### config.mk
export PLATFORM = sky130hd
export DESIGN_NAME = modified_utf8_decoder_flat
export DESIGN_NICKNAME = d
export VERILOG_FILES = /design/src/hdl/mu8_pkg.sv /design/src/hdl/mu8_byte_if.sv /design/src/hdl/mu8_result_if.sv /design/src/hdl/mu8_decode.sv /design/src/hdl/modified_utf8_decoder.sv /design/src/flat_wrapper.sv
export SDC_FILE = /design/constraint.sdc
export NUM_CORES = 1
export LEC_CHECK = 0
export BUFFER_PORTS_ARGS = -buffer_cell sky130_fd_sc_hd__buf_2
export CORE_MARGIN = 2
export CORE_UTILIZATION = 44
export DETAILED_ROUTE_END_ITERATION = 10
export PLACE_DENSITY_LB_ADDON = 0.2
export SLEW_MARGIN = 25
export SYNTH_ARGS = -nofsm -noshare
export SYNTH_HDL_FRONTEND = slang
export SYNTH_SLANG_ARGS = --single-unit
### constraint.sdc
create_clock -name clk -period 7.66 [get_ports clk]
set_clock_uncertainty 0.1 [all_clocks]
set_input_delay 0 -clock clk [delete_from_list [all_inputs] [get_ports clk]]
set_output_delay 0 -clock clk [all_outputs]
set_load 0.02 [all_outputs]
### src/hdl/mu8_pkg.sv
// Shared types and constants for the modified UTF-8 decoder.
`default_nettype none
package mu8_pkg;

	localparam int BYTE_W         = 8;
	localparam int UNIT_W         = 16;
	localparam int COUNT_BITS_DEF = 16;

	// result kinds
	localparam logic KIND_UNIT = 1'b0;
	localparam logic KIND_END  = 1'b1;

	// error codes
	localparam logic [1:0] ERR_NONE  = 2'd0;
	localparam logic [1:0] ERR_STRAY = 2'd1;
	localparam logic [1:0] ERR_TRUNC = 2'd2;

	// continuation bytes still expected
	localparam logic [1:0] PEND_NONE = 2'd0;
	localparam logic [1:0] PEND_ONE  = 2'd1;
	localparam logic [1:0] PEND_TWO  = 2'd2;

	// byte masks
	localparam logic [7:0] MASK_HI   = 8'h80;
	localparam logic [7:0] MASK_B6   = 8'h40;
	localparam logic [7:0] MASK_B5   = 8'h20;
	localparam logic [7:0] MASK_LEAD3 = 8'h0f;
	localparam logic [7:0] MASK_LEAD2 = 8'h1f;
	localparam logic [7:0] MASK_CONT = 8'h3f;

	typedef struct packed {
		logic [UNIT_W-1:0] code_unit;
		logic              kind;
		logic [UNIT_W-1:0] unit_count;
		logic [1:0]        error_code;
	} res_t;

endpackage
`default_nettype wire

### src/hdl/mu8_byte_if.sv
// Byte input channel: valid, ready and one byte of payload.
`default_nettype none
interface mu8_byte_if import mu8_pkg::*; ();
	logic              valid;
	logic              ready;
	logic [BYTE_W-1:0] in_byte;

	modport source (output valid, output in_byte, input ready);
	modport sink   (input valid, input in_byte, output ready);
endinterface
`default_nettype wire

### src/hdl/mu8_result_if.sv
// Result channel: valid, ready and one decoded result.
`default_nettype none
interface mu8_result_if import mu8_pkg::*; ();
	logic              valid;
	logic              ready;
	logic [UNIT_W-1:0] code_unit;
	logic              kind;
	logic [UNIT_W-1:0] unit_count;
	logic [1:0]        error_code;

	modport source (output valid, output code_unit, output kind, output unit_count,
		output error_code, input ready);
	modport sink   (input valid, input code_unit, input kind, input unit_count,
		input error_code, output ready);
endinterface
`default_nettype wire

### src/hdl/mu8_decode.sv
// Per-byte decode step: next decoder state and the result, if any.
`default_nettype none
module mu8_decode import mu8_pkg::*; #(
	parameter int CNT_W = 16
) (
	input  wire logic [BYTE_W-1:0] in_byte,
	input  wire logic [1:0]        pend,
	input  wire logic [UNIT_W-1:0] partial,
	input  wire logic [CNT_W-1:0]  count,
	output logic [1:0]             pend_nxt,
	output logic [UNIT_W-1:0]      partial_nxt,
	output logic [CNT_W-1:0]       count_nxt,
	output logic                   has_res,
	output res_t                   res
);

	localparam logic [CNT_W-1:0] CNT_MAX = {CNT_W{1'b1}};

	logic [CNT_W-1:0] count_inc;
	logic [7:0]       b;

	assign b         = in_byte;
	assign count_inc = (count == CNT_MAX) ? count : count + CNT_W'(1);

	always_comb begin
		pend_nxt       = pend;
		partial_nxt    = partial;
		count_nxt      = count;
		has_res        = 1'b0;
		res.code_unit  = '0;
		res.kind       = KIND_UNIT;
		res.unit_count = UNIT_W'(count);
		res.error_code = ERR_NONE;

		if (b == 8'h00) begin
			// terminator: report and clear everything
			has_res        = 1'b1;
			res.kind       = KIND_END;
			res.error_code = (pend != PEND_NONE) ? ERR_TRUNC : ERR_NONE;
			pend_nxt       = PEND_NONE;
			partial_nxt    = '0;
			count_nxt      = '0;
		end else begin
			unique case (pend)
				PEND_NONE: begin
					if ((b & MASK_HI) == 8'h00) begin
						has_res        = 1'b1;
						count_nxt      = count_inc;
						res.code_unit  = UNIT_W'(b);
						res.unit_count = UNIT_W'(count_inc);
					end else if ((b & MASK_B6) == 8'h00) begin
						// stray continuation where a lead belongs
						has_res        = 1'b1;
						res.error_code = ERR_STRAY;
					end else if ((b & MASK_B5) != 8'h00) begin
						partial_nxt = UNIT_W'(b & MASK_LEAD3) << 12;
						pend_nxt    = PEND_TWO;
					end else begin
						partial_nxt = UNIT_W'(b & MASK_LEAD2) << 6;
						pend_nxt    = PEND_ONE;
					end
				end
				PEND_TWO: begin
					partial_nxt = partial | (UNIT_W'(b & MASK_CONT) << 6);
					pend_nxt    = PEND_ONE;
				end
				default: begin
					// last continuation byte completes the unit
					has_res        = 1'b1;
					count_nxt      = count_inc;
					res.code_unit  = partial | UNIT_W'(b & MASK_CONT);
					res.unit_count = UNIT_W'(count_inc);
					partial_nxt    = '0;
					pend_nxt       = PEND_NONE;
				end
			endcase
		end
	end

endmodule
`default_nettype wire

### src/hdl/modified_utf8_decoder.sv
// Top level of the Java modified UTF-8 decoder.
//
// Decodes a zero-terminated modified UTF-8 byte stream into 16-bit code
// units. Each byte is taken into an input register, decoded combinationally
// against the sequence state, and its result, if any, lands in an output
// register; one byte can be accepted every cycle unless one with a result
// waits on a full output register, and a byte that yields no result (lead
// or middle byte) moves on even while a finished result waits downstream.
// An ASCII byte or the last byte of a two- or three-byte sequence gives
// one unit (kind 0). A zero byte gives an end result (kind 1) whose
// unit_count is the number of units in the string, saturating at the
// smaller of 2^COUNT_BITS-1 and 65535, and error_code 2 if it cut a
// sequence short; the count and sequence state then clear. A stray
// 10xxxxxx lead is dropped and reported as kind 0, code_unit 0,
// error_code 1, with the count unchanged. Continuation bytes are not checked.
`default_nettype none
module modified_utf8_decoder import mu8_pkg::*; #(
	parameter int COUNT_BITS = COUNT_BITS_DEF
) (
	input wire logic    clk,
	input wire logic    arst_n,
	mu8_byte_if.sink    bytes,
	mu8_result_if.source units
);

	// counter never needs more than the 16 bits the result field carries
	localparam int CNT_W = (COUNT_BITS < UNIT_W) ? COUNT_BITS : UNIT_W;
	localparam logic [CNT_W-1:0] CNT_MAX = {CNT_W{1'b1}};

	// input register
	logic              valid_s1;
	logic [BYTE_W-1:0] byte_s1;

	// sequence state
	logic [1:0]        pend_q;
	logic [UNIT_W-1:0] partial_q;
	logic [CNT_W-1:0]  count_q;

	// output register
	logic out_valid_q;
	res_t res_q;

	// decode outputs
	logic [1:0]        pend_nxt;
	logic [UNIT_W-1:0] partial_nxt;
	logic [CNT_W-1:0]  count_nxt;
	logic              has_res;
	res_t              res;

	logic out_free;
	logic s1_fire;

	mu8_decode #(.CNT_W(CNT_W)) u_decode (
		.in_byte     (byte_s1),
		.pend        (pend_q),
		.partial     (partial_q),
		.count       (count_q),
		.pend_nxt    (pend_nxt),
		.partial_nxt (partial_nxt),
		.count_nxt   (count_nxt),
		.has_res     (has_res),
		.res         (res)
	);

	// output slot is free if empty or being drained this cycle
	assign out_free = !out_valid_q || units.ready;
	// a byte without a result never waits on the output
	assign s1_fire  = valid_s1 && (!has_res || out_free);
	assign bytes.ready = !valid_s1 || s1_fire;

	always_ff @(posedge clk or negedge arst_n) begin
		if (!arst_n) begin
			valid_s1 <= 1'b0;
		end else if (bytes.ready) begin
			valid_s1 <= bytes.valid;
		end
	end

	always_ff @(posedge clk) begin
		if (bytes.valid && bytes.ready) begin
			byte_s1 <= bytes.in_byte;
		end
	end

	// state advances only when the byte in s1 is consumed
	always_ff @(posedge clk or negedge arst_n) begin
		if (!arst_n) begin
			pend_q    <= PEND_NONE;
			partial_q <= '0;
			count_q   <= '0;
		end else if (s1_fire) begin
			pend_q    <= pend_nxt;
			partial_q <= partial_nxt;
			count_q   <= count_nxt;
		end
	end

	always_ff @(posedge clk or negedge arst_n) begin
		if (!arst_n) begin
			out_valid_q <= 1'b0;
		end else if (s1_fire && has_res) begin
			out_valid_q <= 1'b1;
		end else if (units.ready) begin
			out_valid_q <= 1'b0;
		end
	end

	always_ff @(posedge clk) begin
		if (s1_fire && has_res) begin
			res_q <= res;
		end
	end

	assign units.valid      = out_valid_q;
	assign units.code_unit  = res_q.code_unit;
	assign units.kind       = res_q.kind;
	assign units.unit_count = res_q.unit_count;
	assign units.error_code = res_q.error_code;

	// terminator clears the string state
	a_term_clears: assert property (@(posedge clk) disable iff (!arst_n)
		s1_fire && byte_s1 == 8'h00 |=> count_q == '0 && pend_q == PEND_NONE)
		else $error("state not cleared after terminator");

	// an empty output slot never stalls the input
	a_ready_when_free: assert property (@(posedge clk) disable iff (!arst_n)
		!out_valid_q |-> bytes.ready)
		else $error("input stalled with free output slot");

	// a dropped stray lead leaves the count alone
	a_stray_no_count: assert property (@(posedge clk) disable iff (!arst_n)
		s1_fire && has_res && res.error_code == ERR_STRAY |=> $stable(count_q))
		else $error("stray lead changed the unit count");

	// a saturated count stays saturated until the string ends
	a_count_sat: assert property (@(posedge clk) disable iff (!arst_n)
		count_q == CNT_MAX |=> count_q == CNT_MAX || count_q == '0)
		else $error("unit count wrapped");

endmodule
`default_nettype wire

### src/flat_wrapper.sv
// flat-port wrapper written by rule: the top's interface ports become plain ports
module modified_utf8_decoder_flat import mu8_pkg::*;
#(
	parameter int COUNT_BITS = COUNT_BITS_DEF
)
  (clk, arst_n, bytes_valid, bytes_in_byte, bytes_ready, units_valid, units_code_unit, units_kind, units_unit_count, units_error_code, units_ready);
  mu8_byte_if bytes_i ();
  mu8_result_if units_i ();
  input wire logic clk;
  input wire logic arst_n;
  input wire logic [$bits(bytes_i.valid)-1:0] bytes_valid;
  input wire logic [$bits(bytes_i.in_byte)-1:0] bytes_in_byte;
  output wire logic [$bits(bytes_i.ready)-1:0] bytes_ready;
  output wire logic [$bits(units_i.valid)-1:0] units_valid;
  output wire logic [$bits(units_i.code_unit)-1:0] units_code_unit;
  output wire logic [$bits(units_i.kind)-1:0] units_kind;
  output wire logic [$bits(units_i.unit_count)-1:0] units_unit_count;
  output wire logic [$bits(units_i.error_code)-1:0] units_error_code;
  input wire logic [$bits(units_i.ready)-1:0] units_ready;
  assign bytes_i.valid = bytes_valid;
  assign bytes_i.in_byte = bytes_in_byte;
  assign bytes_ready = bytes_i.ready;
  assign units_valid = units_i.valid;
  assign units_code_unit = units_i.code_unit;
  assign units_kind = units_i.kind;
  assign units_unit_count = units_i.unit_count;
  assign units_error_code = units_i.error_code;
  assign units_i.ready = units_ready;
  modified_utf8_decoder #(.COUNT_BITS(COUNT_BITS)) u_core (.clk(clk), .arst_n(arst_n), .bytes(bytes_i), .units(units_i));
endmodule
* Word-level counts from Yosys, hierarchy flattened
Cells that the tools add are included.
** Word-level totals
- Register bits after elaboration :: 79
- Input bits :: 12
- Output and inout port bits :: 37
- Word-level logic and storage cells :: 62
** Operators by class
- Add/sub/neg operators :: 1
- Equality and inequality tests :: 4
- Muxes and demuxes :: 29
- Bitwise gates (word level) :: 2
- Reduce and logical (&&, ||, !) cells :: 16
** Operators with widths (number)
- 16-bit 2-to-1 mux :: 8
- 16-bit one-hot mux with 2 select lines :: 3
- 8-bit logical NOT :: 3
- 16-bit by 1-bit adder with 16-bit output, second input constant :: 1
- 16-bit equality test, second input constant :: 1
- 16-bit by 12-bit bitwise OR with 16-bit output :: 1
- 16-bit by 6-bit bitwise OR with 16-bit output :: 1
- 2-bit 2-to-1 mux :: 7
- 1-bit 2-to-1 mux :: 8
- 8-bit 2-to-1 mux :: 1
- 3-bit inequality test, second input constant :: 2
- 2-bit one-hot mux with 2 select lines :: 1
- 2-bit nonzero test :: 2
- 1-bit logical AND :: 3
- 1-bit logical NOT :: 3
- 1-bit logical OR :: 3
- 3-bit AND reduction :: 1
- 2-bit equality test, second input constant :: 1
- 2-bit logical NOT :: 1
- 1-bit one-hot mux with 2 select lines :: 1

* Longest topological paths before layout
- Depth in word-level cells :: 10
- Gate-level depth with buffers :: 8
- Gate-level depth less buffers :: 6

* Cells and area by module
A second synthesis with hierarchy kept.
** Unflattened totals
- Cell total of the unflattened synthesis :: 450
- Area, all modules :: 4859.7 um^2
** By module, submodules not included
- modified_utf8_decoder :: times used 1, cells each 247, area each 3617.2 um^2, sequential area each 2192.1 um^2
- mu8_decode :: times used 1, cells each 203, area each 1242.4 um^2, sequential area each 0.0 um^2

* Worst setup path after synthesis
Ideal clock, no wire load.
- Kind :: reg2reg
- Start :: register u_core.byte_s1[7]
- End :: register u_core.res_q, in the netlist u_core.units.code_unit[0], enable pin
- Setup time :: 0.427 ns
- Data arrival time :: 2.612 ns
- Required time :: 7.133 ns
- Path slack :: 4.520 ns
- Cell stages (with the launch flop) :: 6
- Buffers on the path :: 0
- Clock period less this slack :: 3.140 ns
- Cells stage by stage :: edfxtp_1 > nor4_4 > nand2_2 > inv_6 > nor3_2 > nor2_1
** On the way
- Word-level cells in the longest chain between the ends :: 8
- Elaborated cells between the ends (all ways) :: 9
** RTL lines
- start: declaration :: RTL line modified_utf8_decoder.sv:32 : logic [BYTE_W-1:0] byte_s1;
- start signal: assignment :: RTL line modified_utf8_decoder.sv:81 : byte_s1 <= bytes.in_byte;
- 8-bit logical NOT :: RTL line mu8_decode.sv:46 : if ((b & MASK_HI) == 8'h00) begin
- 1-bit 2-to-1 mux :: RTL line mu8_decode.sv:46
- 1-bit one-hot mux with 2 select lines :: RTL line mu8_decode.sv:44 : unique case (pend)
- 1-bit 2-to-1 mux (*) :: RTL line mu8_decode.sv:35 : if (b == 8'h00) begin
- 1-bit logical NOT :: RTL line modified_utf8_decoder.sv:68 : assign s1_fire = valid_s1 && (!has_res || out_free);
- 1-bit logical OR :: RTL line modified_utf8_decoder.sv:68
- 1-bit logical AND :: RTL line modified_utf8_decoder.sv:68
- 1-bit logical AND (*) :: RTL line modified_utf8_decoder.sv:109 : if (s1_fire && has_res) begin
- end signal: assignment :: RTL line modified_utf8_decoder.sv:110 : res_q <= res;
- end: declaration :: RTL line modified_utf8_decoder.sv:41 : res_t res_q;
Mark *: on every way between the ends. The rest lies on a longest branch, timed or not.
A chain may end at the register's enable or synchronous reset.

* Worst setup path after layout
- Start :: register u_core.byte_s1[7]
- End :: register u_core.res_q, in the netlist u_core.units.unit_count[6], enable pin
Same word-level chain as after synthesis.

==> run metrics <==
fraction of registers with async set/reset 41.1%; average detailed-routed wire length per instance 16.4 µm; post-synthesis sequential area ratio 60.1%; global placement routability congestion 0.901; cell types with the largest area share after synthesis sky130_fd_sc_hd__edfxtp_1 (38%), sky130_fd_sc_hd__dfrtp_1 (22%), sky130_fd_sc_hd__a21oi_1 (2.7%); core area 7610 µm²; standard-cell row count 32; Highest Signal Layer met4; number of instances in the synthesized netlist 285; post-synthesis average cell area 11.9 µm²; initial antenna violation count 0; initial standard-cell utilization of the core 44.7%; worst reg2reg startpoint u_core.byte_s1[7]$_DFFE_PP_; Die Area 8440 µm²; fraction of synthesized cell area taken by the top area cell type 38.0%; number of clock buffers inserted by TritonCTS 9; crit path max-delay cell type sky130_fd_sc_hd__edfxtp_1; overall via count from detail_route 2477; stage delay of the slowest cell on the critical path 0.52 ns; count of nets left with antenna violations after detail routing 0; signed area change from the synthesized netlist to the final layout 17.2%; area leader, netlist sky130_fd_sc_hd__edfxtp_1; Detailed Place HPWL 4.82 mm; largest driver fanout on the critical path 22; critical path data arrival time 2.67 ns; worst max-slew margin expressed relative to the limit 40.8%; flip-flop and latch count after synthesis 73; Mapped Nets 298; unrepaired setup endpoints after global routing false; number of top-level design ports 49; buffer levels on the longest clock path 2; clock sinks 73; Worst Path Class, Setup reg2reg; Pwr Total 0.00125 W; Peak VDD IR 0.000129 V; count of unique library cells instantiated by Yosys 51; capture point of the worst reg-to-reg path u_core.units.unit_count[6]$_DFFE_PP_; number of endpoints with negative hold slack in the final report 0; post-route insts no fill 444; number of iterations in the first detailed-routing pass 4; leakage power 1.58 nW; leftover overflow at the end of global routing 0; placed cell count 416; placed instance area 3680 µm²; vias in the first global route 2475; largest net degree at the start of global routing 36; final worst path period share 35.5%; ant diodes 0; number of max-slew violations in the final report 0; number of H-tree levels 3; met3 wire length 332 µm; run status finished clean; DRC 0; number of input and output port buffers inserted 48; max-cap viol count 0; top_reg_cell synth sky130_fd_sc_hd__edfxtp_1; Clock Pin Slew Worst Setup and Hold Paths 0.07 ns; Register-to-Register Setup Slack 4.94 ns; kind of launch point of the worst setup path flip-flop; Top delay family on crit path simple AND/OR/NAND/NOR gates; post-route cell area 3980 µm²; Cell Area, Synth 3400 µm²; die outline height 91.9 µm; drt via density 5.58; all-layer global routing usage 18.6%; endpoint type of the worst setup path flip-flop; layout net count 350; required time at the worst-slack endpoint 7.62 ns; starting DRC count in detailed routing 246; Crit path buffers/inverters 2; DR WL met2 3.40 mm; clock tree from TritonCTS built; master cell of the clock root buffer sky130_fd_sc_hd__clkbuf_8; die boundary width 91.9 µm; clock insertion delay at the later pin of the skew report 0.34 ns; proportion of layout cells with a drive suffix above 1 22.8%; count of flip-flops with a built-in enable after synthesis 43; number of buffers inserted by post-CTS setup repair 0; Finish-stage setup viols 0; cell count of the worst reg-to-reg path 6; global-route wire length before repair 12.1 mm; number of warnings issued by yosys 0; Total Routed Length 7.27 mm; class of the tightest hold or removal check in2async; Metal-1 WL 3.42 mm; slew of the pin with the lowest slew margin 0.886 ns; critical-path cell list nor4_4 -> nand2_2 -> inv_6 -> nor3_2 -> nor2_4 -> buf_16; minimum clock period 2.72 ns; pwr/cell area 314 nW/µm²; start point of the critical path u_core.byte_s1[7]$_DFFE_PP_; upper clock frequency limit 0.368 GHz; final setup TNS 0 ns
-- repair_timing --
action / CTS / global route
gates resized for setup: 0 / 0
hold endpoints to repair: 40 / 0
hold buffers: 11 / 0
-- cells in the mapped netlist, types with 3 or more instances --
cell type                  instances
sky130_fd_sc_hd__a31oi_1           6
sky130_fd_sc_hd__a21oi_1          18
sky130_fd_sc_hd__a41oi_1           4
sky130_fd_sc_hd__nor2_1           21
sky130_fd_sc_hd__o21ai_0           9
sky130_fd_sc_hd__nand3_1          13
sky130_fd_sc_hd__clkbuf_1          5
sky130_fd_sc_hd__a22o_1            8
sky130_fd_sc_hd__and4_1            3
sky130_fd_sc_hd__nand2b_1          4
sky130_fd_sc_hd__edfxtp_1         43
sky130_fd_sc_hd__nand4_1           8
sky130_fd_sc_hd__xnor2_1           5
sky130_fd_sc_hd__dfrtp_1          30
sky130_fd_sc_hd__buf_2            13
sky130_fd_sc_hd__and3_1           14
sky130_fd_sc_hd__nor3_1            5
sky130_fd_sc_hd__nand2_1          20
sky130_fd_sc_hd__and2_1            8
sky130_fd_sc_hd__o31ai_1           7
sky130_fd_sc_hd__inv_1             3
-- flip-flops by register name, indices dropped and copies added, names as in the netlist --
register,flops
u_core.units.valid,1
u_core.byte_s1,8
u_core.count_q,16
u_core.units.unit_count,16
u_core.units.error_code,2
u_core.units.kind,1
u_core.partial_q,10
u_core.valid_s1,1
u_core.pend_q,2
u_core.units.code_unit,16
-- logic make-up after synthesis --
group	count (synthesis)	share of synthesized area, %
AOI/OAI and AO/OA	75	16.4
muxes	2	0.773
adders and majority gates	1	0.368
DFF	73	60.1
xor gates and xnor gates	7	1.80
and+or+nand+nor	104	17.2
buffers and inverters	23	3.39
-- cell usage in the layout, fill, tap and decap left out, drive strengths merged, types with 6 or more instances in the layout --
cell	count
edfxtp	43
nand3	13
a22o	8
dlygate4sd3	11
nor3	6
and3	14
a31oi	6
and2	8
o21ai	10
buf	49
a21oi	19
clkbuf	13
nor2	21
nand4	8
nand2	21
dfrtp	30
o31ai	9
-- power by group --
| part | internal, W | switching (W) |
|---|---|---|
| combinational | 0.000140 | 0.000245 |
| sequential | 0.000533 | 0.0000747 |
| clock | 0.000126 | 0.000133 |
| total | 0.000799 | 0.000453 |
-- routing by layer --
| metal | global-route usage [%] | up-vias |
|---|---|---|
| met5 | 0 | - |
| met4 | 6.34 | 0 |
| met3 | 5.01 | 9 |
| met2 | 28.4 | 65 |
| met1 | 25.7 | 1213 |
| li1 | - | 1190 |
-- worst register-to-register path: cells and delay by family (launching register included) --
kind,cells,cell delay (ns)
DFF,1,0.52
and+or+nand+nor,4,1.28
buffers and inverters,2,0.52
-- worst max path at each step --
stage | endpoint | cells past startpoint
floorplan | u_core.units.code_unit[0]$_SDFFCE_PN0P_ | 5
global placement | u_core.units.code_unit[9]$_SDFFCE_PP0P_ | 5
detailed placement | u_core.units.unit_count[5]$_DFFE_PP_ | 5
CTS | u_core.units.code_unit[8]$_SDFFCE_PP0P_ | 5
global route | u_core.units.unit_count[8]$_DFFE_PP_ | 6
finish | u_core.units.unit_count[6]$_DFFE_PP_ | 6
-- through the flow --
| step | setup WS [ns] | utilization (%) | hold slack (ns) |
|---|---|---|---|
| 6_report | 4.94 | 52.4 | 0.144 |
| 5_1_grt | 4.73 | 52.4 | 0.185 |
| 4_1_cts | 4.75 | 52.0 | 0.163 |
| 3_5_place_dp | 4.77 | 48.4 | -0.00489 |
| 3_3_place_gp | 4.82 | 48.4 | -0.00766 |
| 2_1_floorplan | 4.52 | - | -0.396 |
-- layout make-up --
type                       count  area, µm²
timing repair buffer          60        378
sequential                    73       2040
inverter                       4       20.0
fill                         708       3620
clock inverter                 3       17.5
tap                          102        128
multi-input combinational    189       1250
clock buffer                  13        149
Note: power is estimated with default switching activity, not from simulation.
